<file path="src/design/cnlc_pkg.sv">
`timescale 1ns / 1ps
// Shared types and constants for the card number Luhn classifier.
package cnlc_pkg;

  // Input and result field widths.
  localparam int CARD_W  = 63;
  localparam int BRAND_W = 2;
  localparam int COUNT_W = 5;
  localparam int SUM_W   = 8;

  // Decimal register: twenty BCD digits, scanned four digits at a time.
  localparam int DIGIT_W    = 4;
  localparam int BCD_DIGITS = 20;
  localparam int BCD_W      = BCD_DIGITS * DIGIT_W;
  localparam int GROUP_DIGS = 4;
  localparam int GROUP_W    = GROUP_DIGS * DIGIT_W;

  // Binary to BCD conversion takes three bits of the card number a cycle.
  localparam int BITS_PER_STEP = 3;

  // Sequencer step counts.
  localparam int CNT_W = 5;
  localparam logic [CNT_W-1:0] CONV_STEPS = CNT_W'(CARD_W / BITS_PER_STEP);
  localparam logic [CNT_W-1:0] SCAN_STEPS = CNT_W'(BCD_DIGITS / GROUP_DIGS);

  // Brand codes.
  localparam logic [BRAND_W-1:0] BRAND_INVALID = 2'd0;
  localparam logic [BRAND_W-1:0] BRAND_PFX_3X  = 2'd1;
  localparam logic [BRAND_W-1:0] BRAND_PFX_4   = 2'd2;
  localparam logic [BRAND_W-1:0] BRAND_PFX_5X  = 2'd3;

  // Commands from the controller to the datapath.
  typedef struct packed {
    logic load;
    logic convert;
    logic scan;
    logic finish;
  } cmd_t;

endpackage

</file>
<file path="src/design/card_number_luhn_classifier.sv">
`timescale 1ns / 1ps
// Top level of the card number Luhn classifier.
//
//   Channel  Handshake             Payload
//   in       in_valid / in_ready   card_number[62:0]
//   out      out_valid / out_ready brand[1:0], luhn_ok, digit_count[4:0], luhn_sum[7:0]
//
// One request at a time: binary to BCD conversion three bits a cycle, then a
// scan of four digits a cycle, then a decision step in the finish state.
// The result is registered when the finish state finds the result register
// free, and the controller then returns to idle to take a new request.
// The result register holds a finished result while the next request is
// worked on; a request finishes only once that register is free.
// Synchronous reset returns the controller to idle and empties the output.
module card_number_luhn_classifier
  import cnlc_pkg::*;
(
  input  logic               clk,
  input  logic               rst,
  input  logic               in_valid,
  output logic               in_ready,
  input  logic [CARD_W-1:0]  card_number,
  output logic               out_valid,
  input  logic               out_ready,
  output logic [BRAND_W-1:0] brand,
  output logic               luhn_ok,
  output logic [COUNT_W-1:0] digit_count,
  output logic [SUM_W-1:0]   luhn_sum
);

  cmd_t cmd;

  // Sequencer.
  cnlc_ctrl u_ctrl (
    .clk       (clk),
    .rst       (rst),
    .in_valid  (in_valid),
    .in_ready  (in_ready),
    .out_valid (out_valid),
    .out_ready (out_ready),
    .cmd       (cmd)
  );

  // Arithmetic and result registers.
  cnlc_dp u_dp (
    .clk         (clk),
    .cmd         (cmd),
    .card_number (card_number),
    .brand       (brand),
    .luhn_ok     (luhn_ok),
    .digit_count (digit_count),
    .luhn_sum    (luhn_sum)
  );

endmodule

</file>
<file path="src/design/cnlc_dp.sv">
`timescale 1ns / 1ps
// Datapath: binary to BCD conversion, digit scan, Luhn sum and brand decision.
module cnlc_dp
  import cnlc_pkg::*;
(
  input  logic               clk,
  input  cmd_t               cmd,
  input  logic [CARD_W-1:0]  card_number,
  output logic [BRAND_W-1:0] brand,
  output logic               luhn_ok,
  output logic [COUNT_W-1:0] digit_count,
  output logic [SUM_W-1:0]   luhn_sum
);

  // One double-dabble step: adjust every digit, then shift one bit in.
  function automatic logic [BCD_W-1:0] dabble(input logic [BCD_W-1:0] b,
                                             input logic bit_in);
    logic [BCD_W-1:0] a;
    for (int i = 0; i < BCD_DIGITS; i++) begin
      a[i*DIGIT_W +: DIGIT_W] = (b[i*DIGIT_W +: DIGIT_W] >= 4'd5) ?
                                b[i*DIGIT_W +: DIGIT_W] + 4'd3 :
                                b[i*DIGIT_W +: DIGIT_W];
    end
    return {a[BCD_W-2:0], bit_in};
  endfunction

  // Luhn contribution of a digit in a doubled position.
  function automatic logic [DIGIT_W-1:0] luhn_dbl(input logic [DIGIT_W-1:0] d);
    logic [DIGIT_W:0] t;
    t = {d, 1'b0};
    if (t > 5'd9) begin
      t = t - 5'd9;
    end
    return t[DIGIT_W-1:0];
  endfunction

  // Remainder of a narrow sum by ten, by conditional subtraction.
  function automatic logic [DIGIT_W-1:0] mod10(input logic [SUM_W-1:0] v);
    logic [SUM_W-1:0] r;
    r = v;
    if (r >= 8'd160) r = r - 8'd160;
    if (r >= 8'd80)  r = r - 8'd80;
    if (r >= 8'd40)  r = r - 8'd40;
    if (r >= 8'd20)  r = r - 8'd20;
    if (r >= 8'd10)  r = r - 8'd10;
    return r[DIGIT_W-1:0];
  endfunction

  logic [CARD_W-1:0]  bin;
  logic [BCD_W-1:0]   bcd;
  logic [COUNT_W-1:0] pos;
  logic [COUNT_W-1:0] count;
  logic [SUM_W-1:0]   sum;
  logic [DIGIT_W-1:0] hi;
  logic [DIGIT_W-1:0] lo;
  logic [DIGIT_W-1:0] prev;

  logic [BCD_W-1:0]   bcd_next;
  logic [DIGIT_W-1:0] d0, d1, d2, d3;
  logic [SUM_W-1:0]   grp_sum;
  logic               ok_next;
  logic [BRAND_W-1:0] brand_next;

  // Three conversion steps per cycle, most significant card bits first.
  always_comb begin
    bcd_next = dabble(bcd, bin[CARD_W-1]);
    bcd_next = dabble(bcd_next, bin[CARD_W-2]);
    bcd_next = dabble(bcd_next, bin[CARD_W-3]);
  end

  // Lowest remaining group of four digits and its Luhn contribution.
  assign d0 = bcd[0*DIGIT_W +: DIGIT_W];
  assign d1 = bcd[1*DIGIT_W +: DIGIT_W];
  assign d2 = bcd[2*DIGIT_W +: DIGIT_W];
  assign d3 = bcd[3*DIGIT_W +: DIGIT_W];
  assign grp_sum = {4'd0, d0} + {4'd0, luhn_dbl(d1)} + {4'd0, d2} +
                   {4'd0, luhn_dbl(d3)};

  // Final check and brand decision from the count and the leading two digits.
  always_comb begin
    ok_next    = (mod10(sum) == 4'd0);
    brand_next = BRAND_INVALID;
    if (ok_next) begin
      if (count == 5'd15 && hi == 4'd3 && (lo == 4'd4 || lo == 4'd7)) begin
        brand_next = BRAND_PFX_3X;
      end else if (count >= 5'd13 && count <= 5'd16 && hi == 4'd4) begin
        brand_next = BRAND_PFX_4;
      end else if (count == 5'd16 && hi == 4'd5 && lo >= 4'd1 && lo <= 4'd5) begin
        brand_next = BRAND_PFX_5X;
      end
    end
  end

  // Working registers.
  always_ff @(posedge clk) begin
    if (cmd.load) begin
      bin   <= card_number;
      bcd   <= '0;
      pos   <= '0;
      count <= 5'd1;
      sum   <= '0;
      hi    <= '0;
      lo    <= '0;
      prev  <= '0;
    end else if (cmd.convert) begin
      bin <= {bin[CARD_W-BITS_PER_STEP-1:0], {BITS_PER_STEP{1'b0}}};
      bcd <= bcd_next;
    end else if (cmd.scan) begin
      // The highest nonzero digit seen so far sets the count and the prefix.
      if (d3 != 4'd0) begin
        count <= pos + 5'd4;
        hi    <= d3;
        lo    <= d2;
      end else if (d2 != 4'd0) begin
        count <= pos + 5'd3;
        hi    <= d2;
        lo    <= d1;
      end else if (d1 != 4'd0) begin
        count <= pos + 5'd2;
        hi    <= d1;
        lo    <= d0;
      end else if (d0 != 4'd0) begin
        count <= pos + 5'd1;
        hi    <= d0;
        lo    <= prev;
      end
      sum  <= sum + grp_sum;
      prev <= d3;
      pos  <= pos + 5'd4;
      bcd  <= {{GROUP_W{1'b0}}, bcd[BCD_W-1:GROUP_W]};
    end
  end

  // Result register.
  always_ff @(posedge clk) begin
    if (cmd.finish) begin
      brand       <= brand_next;
      luhn_ok     <= ok_next;
      digit_count <= count;
      luhn_sum    <= sum;
    end
  end

endmodule

</file>
<file path="src/design/cnlc_ctrl.sv">
`timescale 1ns / 1ps
// Controller: sequences conversion, digit scan and result hand-off.
module cnlc_ctrl
  import cnlc_pkg::*;
(
  input  logic clk,
  input  logic rst,
  input  logic in_valid,
  output logic in_ready,
  output logic out_valid,
  input  logic out_ready,
  output cmd_t cmd
);

  typedef enum logic [1:0] {
    IDLE,
    CONVERT,
    SCAN,
    FINISH
  } state_t;

  state_t           state;
  logic [CNT_W-1:0] cnt;
  logic             out_free;

  // The result register can take a new result when empty or being drained.
  assign out_free = !out_valid || out_ready;
  assign in_ready = (state == IDLE);

  // Commands to the datapath.
  always_comb begin
    cmd = '0;
    unique case (state)
      IDLE:    cmd.load    = in_valid;
      CONVERT: cmd.convert = 1'b1;
      SCAN:    cmd.scan    = 1'b1;
      FINISH:  cmd.finish  = out_free;
      default: cmd = '0;
    endcase
  end

  // State, step counter and result valid.
  always_ff @(posedge clk) begin
    if (rst) begin
      state     <= IDLE;
      cnt       <= '0;
      out_valid <= 1'b0;
    end else begin
      if (out_valid && out_ready) begin
        out_valid <= 1'b0;
      end
      unique case (state)
        IDLE: begin
          if (in_valid) begin
            state <= CONVERT;
            cnt   <= CONV_STEPS - 5'd1;
          end
        end
        CONVERT: begin
          if (cnt == '0) begin
            state <= SCAN;
            cnt   <= SCAN_STEPS - 5'd1;
          end else begin
            cnt <= cnt - 5'd1;
          end
        end
        SCAN: begin
          if (cnt == '0) begin
            state <= FINISH;
          end else begin
            cnt <= cnt - 5'd1;
          end
        end
        FINISH: begin
          if (out_free) begin
            out_valid <= 1'b1;
            state     <= IDLE;
          end
        end
        default: state <= IDLE;
      endcase
    end
  end

endmodule

</file>
<file path="config.mk">
export PLATFORM = sky130hd
export DESIGN_NAME = card_number_luhn_classifier
export DESIGN_NICKNAME = d
export VERILOG_FILES = /design/src/design/cnlc_pkg.sv /design/src/design/card_number_luhn_classifier.sv /design/src/design/cnlc_dp.sv /design/src/design/cnlc_ctrl.sv
export SDC_FILE = /design/constraint.sdc
export NUM_CORES = 1
export LEC_CHECK = 0
export ABC_AREA = 1
export BUFFER_PORTS_ARGS = -buffer_cell sky130_fd_sc_hd__buf_2
export CAP_MARGIN = 0
export CORE_ASPECT_RATIO = 0.5
export CORE_MARGIN = 3
export CORE_UTILIZATION = 57
export CTS_BUF_LIST = sky130_fd_sc_hd__clkbuf_4 sky130_fd_sc_hd__clkbuf_8 sky130_fd_sc_hd__clkbuf_16
export DETAILED_ROUTE_END_ITERATION = 8
export GPL_ROUTABILITY_DRIVEN = 0
export PLACE_DENSITY = 0.78
export SYNTH_ARGS = -nofsm -noshare
export SYNTH_HDL_FRONTEND = slang
export SYNTH_HIERARCHICAL = 1
export SYNTH_SLANG_ARGS = --single-unit
</file>
<file path="constraint.sdc">
create_clock -name clk -period 4.1 [get_ports clk]
set_input_delay 0.82 -clock clk [delete_from_list [all_inputs] [get_ports clk]]
set_output_delay 0.82 -clock clk [all_outputs]
set_load 0.01 [all_outputs]
</file>
After elaboration in Yosys (flattened, before gate mapping):

Index checks and enable logic that the tools add are counted.

* bitwise logic cells: 2
* equal/unequal tests: 15
* reduce and logical (&&, ||, !) cells: 27
* magnitude comparators: 71
* add/sub/neg operators: 76
* multiplexer cells: 102

Operators with widths (count)
* 4-bit two-way mux: 68
* 4-bit by 3-bit greater-or-equal comparator with 1-bit output, second input constant: 60
* 4-bit by 2-bit adder with 4-bit output, second input constant: 57
* 80-bit two-way mux: 2
* 63-bit two-way mux: 2
* 5-bit two-way mux: 7
* 8-bit two-way mux: 4
* 4-bit nonzero test: 5
* 8-bit by 4-bit adder with 8-bit output: 2
* 4-bit by 3-bit == test with 1-bit output, second input constant: 4
* 5-bit case mux with 3 select lines: 1
* 2-bit two-way mux: 6
* 4-bit subtractor, second input constant: 3
* 5-bit by 2-bit adder with 5-bit output, second input constant: 2
* 5-bit by 4-bit greater-than comparator with 1-bit output, second input constant: 2
* 3-bit by 2-bit adder with 3-bit output, second input constant: 3
* 3-bit two-way mux: 3
* 8-bit adder: 1
* 8-bit by 4-bit greater-or-equal comparator with 1-bit output, second input constant: 1
* 8-bit by 5-bit greater-or-equal comparator with 1-bit output, second input constant: 1
* 8-bit by 6-bit greater-or-equal comparator with 1-bit output, second input constant: 1
* 8-bit by 7-bit greater-or-equal comparator with 1-bit output, second input constant: 1
* 8-bit greater-or-equal comparator, second input constant: 1
* 1-bit logical AND: 8
* other kinds (33): 48

* bits of input ports: 67
* word-level logic and storage cells: 309
* register bits: 197

Logic depth before layout (Yosys ltp):

* depth in word-level cells: 13
* gate-level depth with buffers: 23
* mapped depth without buffers: 23

By module:

Netlist, hierarchy kept.

By module, submodules not included
* cnlc_dp: sequential area each 4534.3 um^2, cells each 2021, times used 1, area each 14261.2 um^2
* cnlc_ctrl: sequential area each 160.2 um^2, cells each 94, times used 1, area each 605.6 um^2

Worst setup path before layout:

OpenSTA, ideal clock, no wires.

* path kind: reg-to-reg
* from: reg u_dp.bcd[4]
* to: reg u_dp.sum[7]
* arrival: 3.910 ns
* period minus slack after synthesis: 3.980 ns
* stages on the path, launching flop included: 22
* required time: 4.030 ns
* slack: 0.120 ns
* path buffers: 0
* cells stage by stage: dfxtp_1 -> inv_1 -> ha_1 -> inv_1 -> nand2_1 -> nand2_1 -> xor2_1 -> fa_1 -> fa_1 -> inv_1 -> fa_1 -> inv_1 -> ha_1 -> inv_1 -> fa_1 -> o21ai_0 -> a21oi_1 -> inv_1 -> a21oi_1 -> nor2_1 -> o21ai_0 -> a21oi_1

* cells in the longest elaborated chain, start to end: 6
* elaborated cells on any way between the ends: 7

Ends and longest elaborated chain
* start: declaration: RTL line cnlc_dp.sv:50 `logic [BCD_W-1:0] bcd;`
* start signal: assignment: RTL line cnlc_dp.sv:107 `bcd <= bcd_next;`
* start signal: assignment: RTL line cnlc_dp.sv:130 `bcd <= {{GROUP_W{1'b0}}, bcd[BCD_W-1:GROUP_W]};`
* 4-bit subtractor / 5-bit by 4-bit greater-than comparator with 1-bit output (equally long branches): RTL line cnlc_dp.sv:32, cnlc_dp.sv:31
* 4-bit two-way mux *: RTL line cnlc_dp.sv:31 `if (t > 5'd9) begin`
* 4-bit by 4-bit adder with 5-bit output *: RTL line cnlc_dp.sv:76 `assign grp_sum = {4'd0, d0} + {4'd0, luhn_dbl(d1)} + {4'd0, d2} +`
* 8-bit by 4-bit adder with 8-bit output * (2 in series): RTL line cnlc_dp.sv:76
* 8-bit adder *: RTL line cnlc_dp.sv:127 `sum <= sum + grp_sum;`
* end signal: assignment: RTL line cnlc_dp.sv:127
* end: declaration: RTL line cnlc_dp.sv:53 `logic [SUM_W-1:0] sum;`

Every way passes the cells marked *; elsewhere a longest branch is shown, timed or not.
A chain may end at the register's enable or synchronous reset.

Final worst setup path:

Ends and elaborated chain as after synthesis.

==> metrics.md <==
| Metric | Value |
|---|---|
| Final WL | `33.8 mm` |
| Grt ovf | `0` |
| Detailed router's first-iteration violation count | `1025` |
| Outcome | `finished, final reports clean` |
| Tcrit/Tclk final | `0.951` |
| Area leader, netlist | `edfxtp_1` |
| Worst slew margin | `0.436` |
| Multi-input logic area | `8810 µm²` |
| Final core occ | `0.643` |
| Pint | `6.24 mW` |
| Setup_tns | `0 ns` |
| CP arrival | `4.28 ns` |
| CTS tree | `built` |
| HPWL after DPL | `23.8 mm` |
| Sw frac | `0.497` |
| Psw | `6.16 mW` |
| CTS Hold Bufs | `0` |
| Register area share after synthesis | `0.316` |
| Pleak | `7.73 nW` |
| Fin. max-slew vios | `0` |
| Crit-path cells | `inv_1, ha_1, inv_1, nand2_1, nand2_2, buf_4, nor2_1, a21oi_2, fa_1, fa_1, fa_1, inv_1, fa_2, o21ai_2, a21oi_1, inv_1, a21oi_1, nor2_1, o21ai_0, a21oi_1` |
| R2r startpoint | `u_dp/bcd[4]$_SDFFE_PP0P_` |
| Power density cells | `758 nW/µm²` |
| Drc violations | `0` |
| Antenna violations before repair | `0` |
| Clk buf depth | `2` |
| Post-Synth XOR/XNOR Area | `0.0483` |
| CP startpoint | `u_dp/bcd[4]$_SDFFE_PP0P_` |
| CTS H-tree depth | `4` |
| Detail Route Antenna Nets | `0` |
| Reg2reg path depth | `20` |
| Post-synthesis adder-cell area fraction | `0.133` |
| Clk root buf | `clkbuf_16` |
| Most common cell in the synthesized netlist | `nand2_1` |
| Initial Util | `0.584` |
| Hold Crit Class | `reg2reg` |
| Synth top area cells | `edfxtp_1, nand2_1, dfxtp_1` |
| Max Clock Skew | `0.00778 ns` |
| I/O Buffers | `84` |
| Worst path most repeated cell | `inv_1` |
| Clock Pin Slew Worst Setup and Hold Paths | `0.08 ns` |
| Nets | `2407` |
| Commonest cells post-synth | `nand2_1, inv_1, o21ai_0` |
| Crit path capture type | `flop` |
| Flop-to-flop setup slack | `0.20 ns` |
| DR pass1 iterations | `5` |
| Cell variety after synth | `48` |
| Synthesis Warnings | `6` |
| Largest family of logic cells by synthesized area | `simple AND/OR/NAND/NOR gates` |
| Crit Path Category | `reg2reg` |
| Fmax | `256 MHz` |
| CP max stage delay | `0.52 ns` |
| Fin worst setup slack | `0.199 ns` |
| Main synth FF type | `dfxtp_1` |
| Critical path's slowest cell | `fa_1` |
| Final min period | `3.90 ns` |
| Io pins | `85` |
| Avg Inst Size Synth | `7.03 µm²` |
| Max IR drop VDD | `0.584 mV` |
| Die H | `120 µm` |
| Reg power frac | `0.280` |
| Critical-path maximum fanout | `3` |
| FF/Latch Area | `4690 µm²` |
| Startpoint Class | `flop` |
| Post-route design area | `16400 µm²` |
| Die Wd | `234 µm` |
| Mux contribution to synthesized area | `0` |
| Setup violations, final | `0` |
| EDFF count, synth | `79` |
| Simple-gate share of the synthesized area | `0.237` |
| Register bit total from synthesis | `195` |
| Post-Syn Nets | `2333` |
| Total track usage | `0.240` |
| Synth async-reset ratio | `0` |
| Worst setup endpoint | `u_dp/sum[7]$_SDFFE_PP0P_` |
| Max cap viols | `0` |
| Placed instance area | `15700 µm²` |
| Hold Slack | `0.453 ns` |
| Die area | `28200 µm²` |
| Post-synth top area share | `0.160` |
| Row count | `41` |
| Clk pwr share | `0.140` |
| Number of global-route vias before repair | `12.1k` |
| Mapped cell area | `14900 µm²` |
| Share of layout cells above drive strength 1 | `0.0972` |
| Synthesis-to-layout area growth | `10.0%` |
| N_diodes | `0` |
| RR Endpoint | `u_dp/sum[7]$_SDFFE_PP0P_` |
| Pre-CTS setup slack | `-0.00830 ns` |
| Final hold vios | `0` |
| Fill cell count | `2277` |
| Routed WL per cell | `13.3 µm` |
| Req. time, crit path | `4.48 ns` |
| Clk_lat worst skew | `0.45 ns` |
| Part of the power in combinational logic | `0.581` |
| Clk sinks | `195` |
| Cells after Synth | `2115` |
| Worst-margin pin slew | `0.846 ns` |
| Via density | `5.36` |
| First-pass GRT wire length | `55.7 mm` |
| Largest net degree at the start of global routing | `82` |
| Core area | `25400 µm²` |
| Compound-Gate Fraction of Synth Area | `0.171` |
| Via Count | `13.7k` |
| Cts bufs inserted | `17` |
## stage by stage
step,power [mW],cells
2_1_floorplan,8.87,2115
3_3_place_gp,10.3,2513
3_5_place_dp,10.5,2513
4_1_cts,12.3,2545
5_1_grt,13.6,2546
6_report,12.4,2546
## critical path: cells and delay by family (launching register included)
| kind | cells | cell delay [ns] |
|---|---|---|
| AO/OA/AOI/OAI | 6 | 0.58 |
| AND/OR/NAND/NOR | 4 | 0.49 |
| adder cells (fa/ha/maj) | 5 | 2.04 |
| buffers and inverters | 5 | 0.40 |
| flip-flops | 1 | 0.32 |
## power groups by stage
stage	combinational (mW)	sequential, mW	clock (mW)
floorplan	5.52	3.35	0
global placement	6.80	3.47	0
detailed placement	6.98	3.49	0
CTS	7.05	3.46	1.76
global route	8.25	3.55	1.83
finish	7.20	3.47	1.73
## cell type report
class	count	share of cell area
Clock buffer	20	0.0284
Clock inverter	12	0.00841
Inverter	320	0.0736
Multi-Input combinational cell	1545	0.539
Sequential cell	195	0.287
Tap cell	344	0.0263
Timing Repair Buffer	110	0.0376
## cell usage in the layout, fill, tap and decap left out, drive strengths merged, types with 56 or more instances in the layout
master | netlist | final
dfxtp | 116 | 116
inv | 320 | 327
buf | 6 | 110
a21oi | 114 | 114
a31oi | 56 | 56
ha | 140 | 140
edfxtp | 79 | 79
nor2 | 118 | 118
xor2 | 74 | 74
nand2 | 635 | 635
o21ai | 220 | 220
nand3 | 62 | 62
## registers in the layout (all words and copies together) (netlist names)
name and count:
u_ctrl/state 2, u_ctrl/out_valid 1, u_dp/prev 4, u_ctrl/cnt 5, u_dp/digit_count 5, u_dp/luhn_ok 1, u_dp/count 5, u_dp/bin 63
u_dp/luhn_sum 8, u_dp/sum 8, u_dp/lo 4, u_dp/pos 3, u_dp/brand 2, u_dp/hi 4, u_dp/bcd 80
## how the worst min path moves through the flow
stage | from | end | cells after the start
2_1_floorplan | u_dp/prev[3]$_SDFFE_PP0P_ | u_dp/prev[3]$_SDFFE_PP0P_ | 2
3_3_place_gp | u_dp/prev[3]$_SDFFE_PP0P_ | u_dp/prev[3]$_SDFFE_PP0P_ | 2
3_5_place_dp | u_dp/prev[3]$_SDFFE_PP0P_ | u_dp/prev[3]$_SDFFE_PP0P_ | 2
4_1_cts | u_dp/prev[3]$_SDFFE_PP0P_ | u_dp/prev[3]$_SDFFE_PP0P_ | 2
5_1_grt | u_dp/prev[3]$_SDFFE_PP0P_ | u_dp/prev[3]$_SDFFE_PP0P_ | 2
6_report | u_dp/prev[3]$_SDFFE_PP0P_ | u_dp/prev[3]$_SDFFE_PP0P_ | 2
## per-layer routing
metal | global-route usage | vias to the layer above | wire length, µm
met5 | 0 | - | 0
met4 | 0.0706 | 0 | 571
met3 | 0.0332 | 46 | 1650
met2 | 0.405 | 296 | 15800
met1 | 0.321 | 6284 | 15700
li1 | - | 7032 | -
## cells by family after synthesis
group | after synthesis
adder cells (fa/ha/maj) | 151
AND/OR/NAND/NOR | 859
flip-flops | 195
XOR/XNOR | 82
AO/OA/AOI/OAI | 453
buffers and inverters | 375
## repair_timing
action,CTS,global route
setup endpoints to repair,1,4
gates resized for setup,1,13
pin swaps,0,6
setup buffers,0,1
No activity file was read; power rests on OpenSTA's default activity.
